--- config.mk ---
export PLATFORM = sky130hd
export DESIGN_NAME = hsv_to_rgb_converter
export DESIGN_NICKNAME = d
export VERILOG_FILES = /design/src/hw/rtl/h2r_pkg.sv /design/src/hw/rtl/h2r_decode.sv /design/src/hw/rtl/h2r_coef.sv /design/src/hw/rtl/h2r_const_div.sv /design/src/hw/rtl/hsv_to_rgb_converter.sv
export SDC_FILE = /design/constraint.sdc
export NUM_CORES = 2
export LEC_CHECK = 0
export ABC_AREA = 1
export BUFFER_PORTS_ARGS = -buffer_cell sky130_fd_sc_hd__buf_2
export CORE_MARGIN = 10
export CORE_UTILIZATION = 25
export DETAILED_ROUTE_END_ITERATION = 6
export GPL_TIMING_DRIVEN = 0
export HOLD_SLACK_MARGIN = 0.1
export PLACE_DENSITY_LB_ADDON = 0.2
export REMOVE_ABC_BUFFERS = 1
export SLEW_MARGIN = 30
export SYNTH_ARGS = -nofsm -noshare
export SYNTH_HDL_FRONTEND = slang
export SYNTH_SLANG_ARGS = --single-unit
--- constraint.sdc ---
create_clock -name clk_i -period 4.9 [get_ports clk_i]
set_clock_uncertainty 0.1 [all_clocks]
set_input_delay 0.735 -clock clk_i [delete_from_list [all_inputs] [get_ports clk_i]]
set_output_delay 0.735 -clock clk_i [all_outputs]
set_load 0.01 [all_outputs]
--- src/hw/rtl/h2r_pkg.sv ---
// ----------------------------------------------------------------------------
// h2r_pkg: shared types and constants of the HSV to RGB converter
// Holds the pixel structs, the sector codes and the fixed-point constants
// that every pipeline stage derives its widths from.
// ----------------------------------------------------------------------------
package h2r_pkg;

  // Channel width and full-scale value
  localparam int unsigned ColorBits = 8;
  localparam int unsigned Full      = (1 << ColorBits) - 1;

  // Hue in whole degrees, split into 60-degree sectors
  localparam int unsigned HueBits   = 9;
  localparam int unsigned SectorDeg = 60;
  localparam int unsigned RemBits   = $clog2(SectorDeg);
  localparam int unsigned MaxCount  = ((1 << HueBits) - 1) / SectorDeg;
  localparam int unsigned CountBits = $clog2(MaxCount + 1);

  // Common denominator of q and t
  localparam int unsigned Den       = SectorDeg * Full;
  localparam int unsigned DenBits   = $clog2(Den + 1);

  // Widths of the scaled numerators
  localparam int unsigned XpBits    = 2 * ColorBits;
  localparam int unsigned XqBits    = ColorBits + DenBits;

  // Sector codes, named by the hue range they cover; hue past 359 folds
  // into the magenta-red sector
  typedef enum logic [2:0] {
    SEC_RY = 3'd0,
    SEC_YG = 3'd1,
    SEC_GC = 3'd2,
    SEC_CB = 3'd3,
    SEC_BM = 3'd4,
    SEC_MR = 3'd5
  } sector_e;

  typedef struct packed {
    logic [HueBits-1:0]   hue;
    logic [ColorBits-1:0] saturation;
    logic [ColorBits-1:0] brightness;
  } hsv_t;

  typedef struct packed {
    logic [ColorBits-1:0] red;
    logic [ColorBits-1:0] green;
    logic [ColorBits-1:0] blue;
  } rgb_t;

  // Control that travels alongside the data through the stages
  typedef struct packed {
    logic    valid;
    sector_e sector;
  } ctl_t;

endpackage

--- src/hw/rtl/h2r_decode.sv ---
// ----------------------------------------------------------------------------
// h2r_decode: hue sector decode stage
// Splits the hue into a sector code and the remainder within the sector.
// ----------------------------------------------------------------------------
module h2r_decode (
  input  logic                                clk_i,
  input  logic                                rst_ni,
  input  logic                                valid_i,
  input  h2r_pkg::hsv_t                       pixel_i,
  output h2r_pkg::ctl_t                       ctl_o,
  output logic [h2r_pkg::RemBits-1:0]         rem_o,
  output logic [h2r_pkg::ColorBits-1:0]       sat_o,
  output logic [h2r_pkg::ColorBits-1:0]       bri_o
);

  logic [h2r_pkg::CountBits-1:0] count;
  logic [h2r_pkg::HueBits-1:0]   base;
  h2r_pkg::ctl_t                 ctl_d, ctl_q;
  logic [h2r_pkg::RemBits-1:0]   rem_d, rem_q;
  logic [h2r_pkg::ColorBits-1:0] sat_q, bri_q;

  // Count the sector thresholds the hue has passed
  always_comb begin
    count = '0;
    for (int k = 1; k <= int'(h2r_pkg::MaxCount); k++) begin
      if (pixel_i.hue >= h2r_pkg::HueBits'(k * h2r_pkg::SectorDeg)) begin
        count = h2r_pkg::CountBits'(k);
      end
    end
  end

  assign base  = h2r_pkg::HueBits'(count * h2r_pkg::SectorDeg);
  assign rem_d = h2r_pkg::RemBits'(pixel_i.hue - base);

  always_comb begin
    ctl_d.valid = valid_i;
    case (count)
      h2r_pkg::CountBits'(0): ctl_d.sector = h2r_pkg::SEC_RY;
      h2r_pkg::CountBits'(1): ctl_d.sector = h2r_pkg::SEC_YG;
      h2r_pkg::CountBits'(2): ctl_d.sector = h2r_pkg::SEC_GC;
      h2r_pkg::CountBits'(3): ctl_d.sector = h2r_pkg::SEC_CB;
      h2r_pkg::CountBits'(4): ctl_d.sector = h2r_pkg::SEC_BM;
      default:                ctl_d.sector = h2r_pkg::SEC_MR;
    endcase
  end

  always_ff @(posedge clk_i or negedge rst_ni) begin
    if (!rst_ni) begin
      ctl_q <= '0;
    end else begin
      ctl_q <= ctl_d;
    end
  end

  always_ff @(posedge clk_i) begin
    rem_q <= rem_d;
    sat_q <= pixel_i.saturation;
    bri_q <= pixel_i.brightness;
  end

  assign ctl_o = ctl_q;
  assign rem_o = rem_q;
  assign sat_o = sat_q;
  assign bri_o = bri_q;

endmodule

--- src/hw/rtl/h2r_coef.sv ---
// ----------------------------------------------------------------------------
// h2r_coef: coefficient and scaling stages
// Forms the p, q and t coefficients from saturation and remainder, then
// scales each by the brightness. Two register stages.
// ----------------------------------------------------------------------------
module h2r_coef (
  input  logic                                clk_i,
  input  logic                                rst_ni,
  input  h2r_pkg::ctl_t                       ctl_i,
  input  logic [h2r_pkg::RemBits-1:0]         rem_i,
  input  logic [h2r_pkg::ColorBits-1:0]       sat_i,
  input  logic [h2r_pkg::ColorBits-1:0]       bri_i,
  output h2r_pkg::ctl_t                       ctl_o,
  output logic [h2r_pkg::ColorBits-1:0]       bri_o,
  output logic [h2r_pkg::XpBits-1:0]          xp_o,
  output logic [h2r_pkg::XqBits-1:0]          xq_o,
  output logic [h2r_pkg::XqBits-1:0]          xt_o
);

  localparam int unsigned SrBits = h2r_pkg::ColorBits + h2r_pkg::RemBits + 1;

  logic [h2r_pkg::RemBits:0]     comp;
  logic [SrBits-1:0]             s_rem, s_comp;
  logic [h2r_pkg::ColorBits-1:0] ap_d, ap_q;
  logic [h2r_pkg::DenBits-1:0]   aq_d, aq_q, at_d, at_q;
  logic [h2r_pkg::ColorBits-1:0] bri2_q, bri3_q;
  h2r_pkg::ctl_t                 ctl2_q, ctl3_q;
  logic [h2r_pkg::XpBits-1:0]    xp_q;
  logic [h2r_pkg::XqBits-1:0]    xq_q, xt_q;

  // Coefficients: FULL - s, DEN - s*r, DEN - s*(60 - r)
  assign comp   = (h2r_pkg::RemBits+1)'(h2r_pkg::SectorDeg) - {1'b0, rem_i};
  assign s_rem  = SrBits'(sat_i) * SrBits'(rem_i);
  assign s_comp = SrBits'(sat_i) * SrBits'(comp);
  assign ap_d   = h2r_pkg::ColorBits'(h2r_pkg::Full) - sat_i;
  assign aq_d   = h2r_pkg::DenBits'(h2r_pkg::Den) - h2r_pkg::DenBits'(s_rem);
  assign at_d   = h2r_pkg::DenBits'(h2r_pkg::Den) - h2r_pkg::DenBits'(s_comp);

  always_ff @(posedge clk_i or negedge rst_ni) begin
    if (!rst_ni) begin
      ctl2_q <= '0;
      ctl3_q <= '0;
    end else begin
      ctl2_q <= ctl_i;
      ctl3_q <= ctl2_q;
    end
  end

  always_ff @(posedge clk_i) begin
    ap_q   <= ap_d;
    aq_q   <= aq_d;
    at_q   <= at_d;
    bri2_q <= bri_i;
    // Scale by brightness
    xp_q   <= h2r_pkg::XpBits'(bri2_q) * h2r_pkg::XpBits'(ap_q);
    xq_q   <= h2r_pkg::XqBits'(bri2_q) * h2r_pkg::XqBits'(aq_q);
    xt_q   <= h2r_pkg::XqBits'(bri2_q) * h2r_pkg::XqBits'(at_q);
    bri3_q <= bri2_q;
  end

  assign ctl_o = ctl3_q;
  assign bri_o = bri3_q;
  assign xp_o  = xp_q;
  assign xq_o  = xq_q;
  assign xt_o  = xt_q;

endmodule

--- src/hw/rtl/h2r_const_div.sv ---
// ----------------------------------------------------------------------------
// h2r_const_div: floor division by a constant
// Multiplies by a rounded-up reciprocal, registers the product and takes
// the quotient from its upper bits. Exact for every input of IN_W bits.
// ----------------------------------------------------------------------------
module h2r_const_div #(
  parameter int unsigned IN_W    = 16,
  parameter int unsigned OUT_W   = 8,
  parameter int unsigned DIVISOR = 255
) (
  input  logic             clk_i,
  input  logic [IN_W-1:0]  x_i,
  output logic [OUT_W-1:0] quot_o
);

  // Shift chosen so that xmax * divisor <= 2^Shift, which makes the
  // rounded-up reciprocal exact over the whole input range
  localparam longint unsigned XMax     = (64'd1 << IN_W) - 64'd1;
  localparam int unsigned     Shift    = $clog2(XMax * DIVISOR);
  localparam longint unsigned Recip    = ((64'd1 << Shift) + DIVISOR - 1) / DIVISOR;
  localparam int unsigned     RecipBits = $clog2(Recip + 1);
  localparam int unsigned     ProdBits = IN_W + RecipBits;

  logic [ProdBits-1:0] prod_q;

  always_ff @(posedge clk_i) begin
    prod_q <= ProdBits'(x_i) * ProdBits'(Recip);
  end

  assign quot_o = prod_q[Shift +: OUT_W];

endmodule

--- src/hw/rtl/hsv_to_rgb_converter.sv ---
// ----------------------------------------------------------------------------
// hsv_to_rgb_converter: HSV to RGB pixel conversion pipeline
// Path: a pixel taken at one edge passes the decode, coefficient, scaling,
//   divider and output registers and shows on rgb_o, with done_o high, for a single cycle.
// Throughput: one pixel per cycle; busy_o is always low, the pipeline
//   never stalls and results must be taken when strobed.
// Reset clears the stage control (valid and sector) only; nothing is in flight after it.
// ----------------------------------------------------------------------------
module hsv_to_rgb_converter (
  input  logic          clk_i,
  input  logic          rst_ni,
  input  logic          start_i,
  output logic          busy_o,
  input  h2r_pkg::hsv_t pixel_i,
  output logic          done_o,
  output h2r_pkg::rgb_t rgb_o
);

  // Stage 1 outputs: sector decode
  h2r_pkg::ctl_t                 ctl1;
  logic [h2r_pkg::RemBits-1:0]   rem1;
  logic [h2r_pkg::ColorBits-1:0] sat1, bri1;

  // Stage 3 outputs: scaled numerators
  h2r_pkg::ctl_t                 ctl3;
  logic [h2r_pkg::ColorBits-1:0] bri3;
  logic [h2r_pkg::XpBits-1:0]    xp3;
  logic [h2r_pkg::XqBits-1:0]    xq3, xt3;

  // Stage 4: reciprocal products, with control and brightness held alongside
  logic [h2r_pkg::ColorBits-1:0] p4, q4, t4;
  h2r_pkg::ctl_t                 ctl4_q;
  logic [h2r_pkg::ColorBits-1:0] bri4_q;

  // Stage 5: output register
  h2r_pkg::rgb_t                 rgb_d, rgb_q;
  logic                          done_q;

  // No back-pressure anywhere: take a pixel every cycle
  assign busy_o = 1'b0;

  h2r_decode u_decode (
    .clk_i   (clk_i),
    .rst_ni  (rst_ni),
    .valid_i (start_i),
    .pixel_i (pixel_i),
    .ctl_o   (ctl1),
    .rem_o   (rem1),
    .sat_o   (sat1),
    .bri_o   (bri1)
  );

  h2r_coef u_coef (
    .clk_i  (clk_i),
    .rst_ni (rst_ni),
    .ctl_i  (ctl1),
    .rem_i  (rem1),
    .sat_i  (sat1),
    .bri_i  (bri1),
    .ctl_o  (ctl3),
    .bri_o  (bri3),
    .xp_o   (xp3),
    .xq_o   (xq3),
    .xt_o   (xt3)
  );

  // p = floor(V*(FULL-S)/FULL)
  h2r_const_div #(
    .IN_W    (h2r_pkg::XpBits),
    .OUT_W   (h2r_pkg::ColorBits),
    .DIVISOR (h2r_pkg::Full)
  ) u_div_p (
    .clk_i  (clk_i),
    .x_i    (xp3),
    .quot_o (p4)
  );

  // q = floor(V*(DEN-S*r)/DEN)
  h2r_const_div #(
    .IN_W    (h2r_pkg::XqBits),
    .OUT_W   (h2r_pkg::ColorBits),
    .DIVISOR (h2r_pkg::Den)
  ) u_div_q (
    .clk_i  (clk_i),
    .x_i    (xq3),
    .quot_o (q4)
  );

  // t = floor(V*(DEN-S*(60-r))/DEN)
  h2r_const_div #(
    .IN_W    (h2r_pkg::XqBits),
    .OUT_W   (h2r_pkg::ColorBits),
    .DIVISOR (h2r_pkg::Den)
  ) u_div_t (
    .clk_i  (clk_i),
    .x_i    (xt3),
    .quot_o (t4)
  );

  // Hold control and brightness level with the divider products
  always_ff @(posedge clk_i or negedge rst_ni) begin
    if (!rst_ni) begin
      ctl4_q <= '0;
    end else begin
      ctl4_q <= ctl3;
    end
  end

  always_ff @(posedge clk_i) begin
    bri4_q <= bri3;
  end

  // Route v, p, q, t to the channels by sector. Zero saturation needs no
  // special path: p, q and t all equal v then, giving gray.
  always_comb begin
    case (ctl4_q.sector)
      h2r_pkg::SEC_RY: begin
        rgb_d = '{red: bri4_q, green: t4, blue: p4};
      end
      h2r_pkg::SEC_YG: begin
        rgb_d = '{red: q4, green: bri4_q, blue: p4};
      end
      h2r_pkg::SEC_GC: begin
        rgb_d = '{red: p4, green: bri4_q, blue: t4};
      end
      h2r_pkg::SEC_CB: begin
        rgb_d = '{red: p4, green: q4, blue: bri4_q};
      end
      h2r_pkg::SEC_BM: begin
        rgb_d = '{red: t4, green: p4, blue: bri4_q};
      end
      default: begin
        rgb_d = '{red: bri4_q, green: p4, blue: q4};
      end
    endcase
  end

  // Output register: the strobe lasts exactly one cycle per item
  always_ff @(posedge clk_i or negedge rst_ni) begin
    if (!rst_ni) begin
      done_q <= 1'b0;
    end else begin
      done_q <= ctl4_q.valid;
    end
  end

  always_ff @(posedge clk_i) begin
    rgb_q <= rgb_d;
  end

  assign done_o = done_q;
  assign rgb_o  = rgb_q;

  // Every accepted item comes out as a done_o strobe
  a_latency: assert property (@(posedge clk_i) disable iff (!rst_ni)
    (start_i && !busy_o) |-> ##5 done_o)
    else $error("item accepted without a result five cycles later");

  // No result without a matching item started on start_i
  a_no_phantom: assert property (@(posedge clk_i) disable iff (!rst_ni)
    done_o |-> $past(start_i, 5))
    else $error("result strobed with no matching item");

  // Zero saturation yields gray at the input brightness
  a_gray: assert property (@(posedge clk_i) disable iff (!rst_ni)
    (done_o && ($past(pixel_i.saturation, 5) == '0)) |->
      ((rgb_o.red == $past(pixel_i.brightness, 5)) &&
       (rgb_o.green == $past(pixel_i.brightness, 5)) &&
       (rgb_o.blue == $past(pixel_i.brightness, 5))))
    else $error("zero saturation did not give gray");

  // One channel always carries the brightness itself
  a_max_channel: assert property (@(posedge clk_i) disable iff (!rst_ni)
    done_o |-> ((rgb_o.red == $past(pixel_i.brightness, 5)) ||
                (rgb_o.green == $past(pixel_i.brightness, 5)) ||
                (rgb_o.blue == $past(pixel_i.brightness, 5))))
    else $error("no channel equals the brightness");

endmodule

==> results by group <==
Outcome
  – Status: finished, violations left
  – Failing checks: negative setup slack

Worst setup path
  – Worst setup path class: flip-flop to flip-flop
  – CP endpoint kind: flip-flop
  – WP data required: 5.25 ns
  – Crit start category: flip-flop
  – Crit path max fanout: 4
  – WP data arrival: 5.48 ns

Final layout
  – Multi-input logic area: 27000 um2
  – Syn-to-layout area delta: 15.0%
  – Fin util: 29.0%
  – Fill count: 14900
  – Post-layout nets: 5565
  – Layout cells sized above 1: 11.2%
  – Reg area: 4340 um2
  – Design area: 39800 um2

Yosys
  – Largest area contributor in the netlist: fa_1
  – Share of flip-flops with an asynchronous set or reset: 8.29%
  – Syn Inst Count: 4337
  – Seq/Total Area, Yosys: 12.1%
  – Seq cells post-synth: 205
  – Main synth FF type: dfxtp_1
  – Ys Warns: 0
  – Mapped Area: 34600 um2
  – Avg Inst Size Synth: 7.99 um2
  – Library cells used by synthesis: 53
  – Commonest cells post-synth: 1137 x inv_1, 918 x nand2_1, 671 x ha_1
  – Top cell type's share of synthesized area: 26.7%
  – Count leader, synth: inv_1
  – Post-synth EDFFs: 0
  – Synth area leaders: fa_1 27%, ha_1 24%, inv_1 12%

Drt
  – Met3 wire length: 2.36 mm
  – Met2 WL: 41.3 mm
  – Top Layer Used: met4
  – DRT Wirelength: 89.3 mm
  – Drt drc: 0
  – Vias: 26200
  – M1 WL: 43.9 mm
  – DR iter-0 viols: 1190
  – Number of routed nets with antenna violations: 0
  – Via-to-Cell Ratio: 4.21
  – Routed wire per std cell: 14.4 um
  – First drt pass iteration count: 5

STA
  – Fin crit period: 5.12 ns
  – Tcrit/Tclk final: 105%
  – Fin. max-slew vios: 0
  – Setup violations, final: 16
  – Headroom to the max-slew limit: 38.9%
  – Fin Hold WS: 0.159 ns
  – Final setup margin: -0.223 ns
  – RSZ-0062 raised after global routing: yes
  – Worst Tran Pin Value: 0.916 ns
  – Fmax: 0.195 GHz
  – Hold Violations, Final: 0

Global route
  – Overflow after GRT: 0
  – Initial antenna violation count: 2
  – GRT Total Usage: 11.9%
  – Largest net degree at the start of global routing: 27
  – Vias in the first global route: 28100
  – Global-route wire length before repair: 149 mm

Placement
  – IO buf count: 52
  – Dpl cell area: 37000 um2
  – Place WS: -0.883 ns
  – Detailed placement HPWL: 74.1 mm
  – Gpl congestion: 0.825

Clock tree
  – CTS tree: built
  – Clock Sinks: 205
  – Clock tree buffer depth: 3
  – Clk slew on worst S/H paths: 0.06 ns
  – Worst skew pair latency: 0.57 ns
  – H-tree depth: 1
  – Cell at the root of the clock tree: clkbuf_16
  – Number of buffers created by CTS: 28

Worst hold path
  – Min-delay worst type: input pin to flip-flop

Flow run
  – Max Cap Viol: 0

Floorplan
  – # IOs: 54
  – Initial Util: 25.2%
  – Die height: 392 um
  – Core Box Area: 137000 um2
  – DIE AREA: 154000 um2
  – Die Width: 392 um
  – Row count: 136
## worst max-delay path, cell delays in order, from the launching register on
cell,delay [ns]
dfxtp_4,0.38
ha_4,0.28
inv_2,0.03
fa_1,0.48
inv_2,0.05
fa_1,0.57
ha_4,0.21
fa_1,0.46
fa_1,0.57
inv_1,0.06
fa_1,0.49
inv_2,0.05
ha_4,0.28
nand2_4,0.07
nor2_4,0.14
nand2_2,0.09
nor4_2,0.28
nand3_1,0.18
nand4_1,0.13
nand2_2,0.08
## per-layer routing
layer	vias to the layer above	GRT usage, %
met3	86	1.25
met2	277	20.1
met5	-	0
li1	13300	-
met1	12500	16.3
met4	0	2.25
## cell type report
cell class,instances,area share (%)
multi-input cells,2899,67.9
flip-flops and latches,205,10.9
inverters,1146,10.8
well taps,1794,5.63
repair buffers,124,2.34
clock buffers,34,1.92
clock inverters,18,0.506
diodes,1,0.00628
## through the flow
stage          TNS [ns]  std cells
5_1_grt           -5.04       6220
2_1_floorplan    -0.930       4250
3_3_place_gp     -29.15       6096
6_report          -1.69       6221
3_5_place_dp     -13.47       6104
4_1_cts           -2.07       6210
## registers in the layout (all words and copies together), names as in the netlist
signal          flops
rgb_o              24
u_coef.xq_o        22
u_coef.xt_o        21
u_coef.xp_o        16
u_coef.aq_q        14
u_coef.at_q        13
bri4_q              8
u_coef.ap_q         8
u_coef.bri2_q       8
u_coef.bri_o        8
u_decode.bri_o      8
u_decode.sat_o      8
u_div_p.prod_q      8
u_div_q.prod_q      8
u_div_t.prod_q      8
u_decode.rem_o      6
ctl4_q              4
u_coef.ctl2_q       4
u_coef.ctl_o        4
u_decode.ctl_o      4
done_o              1
## placed cells by master (no fill, tap or decap), types with 7 or more instances in the layout
cell / Yosys / routed
dfxtp_4: 0 / 36
xor2_1: 52 / 52
nand2_2: 6 / 42
o21bai_1: 15 / 15
nand2_1: 918 / 866
o21ai_2: 6 / 14
nor3_1: 19 / 14
o21ai_0: 101 / 81
inv_1: 1137 / 1110
nand2_4: 0 / 14
dfrtp_1: 17 / 17
a22oi_1: 16 / 16
nand3_2: 3 / 7
ha_1: 671 / 624
a21o_1: 9 / 9
dfxtp_1: 188 / 136
nor2_2: 14 / 25
buf_2: 4 / 52
nand4_1: 36 / 36
nor2_4: 1 / 18
fa_1: 462 / 456
clkbuf_16: 0 / 29
buf_4: 4 / 61
xnor2_1: 27 / 27
a21oi_2: 4 / 32
inv_2: 9 / 32
ha_4: 0 / 45
o21ai_1: 8 / 19
dfxtp_2: 0 / 16
nor2_1: 201 / 173
nor3_2: 5 / 9
nand3_1: 86 / 82
a31oi_1: 10 / 10
a21oi_1: 185 / 152
## final timing paths
check / to / cells past startpoint / slack [ns] / from
hold / removal: u_decode.sat_o[4] / 1 / 0.16 / pixel_i[12]
min in group asynchronous: ctl4_q[1] / 2 / 0.52 / rst_ni
setup / recovery: u_div_t.prod_q[39] / 19 / -0.22 / u_coef.xt_o[20]
setup reg to reg: u_div_t.prod_q[39] / 19 / -0.22 / u_coef.xt_o[20]
hold reg to reg: u_coef.bri2_q[1] / 0 / 0.22 / u_decode.bri_o[1]
max in group asynchronous: u_coef.ctl2_q[2] / 2 / 3.90 / rst_ni
## repair_timing
item | 4_1_cts | 5_1_grt
setup buffers | 53 | 10
endpoints found under the hold margin | 17 | 0
cloned | 0 | 0
endpoints found under the setup margin | 22 | 23
hold buffers | 1 | 0
resized for setup | 253 | 113
pin swaps | 116 | 70
## logic make-up (layout without fill, tap and decap cells)
kind of cell,Yosys count,in the layout,synth area share [%]
DFF,205,205,12.1
adders and majority gates,1133,1133,50.9
xor gates and xnor gates,80,80,2.04
AOI/OAI and AO/OA,382,382,6.20
and+or+nand+nor,1303,1303,15.2
other,1,2,0.0108
buffers and inverters,1233,1322,13.5
Power is not shown: default switching activity piles up to over one toggle a cycle in this logic, so the estimate is an artifact.
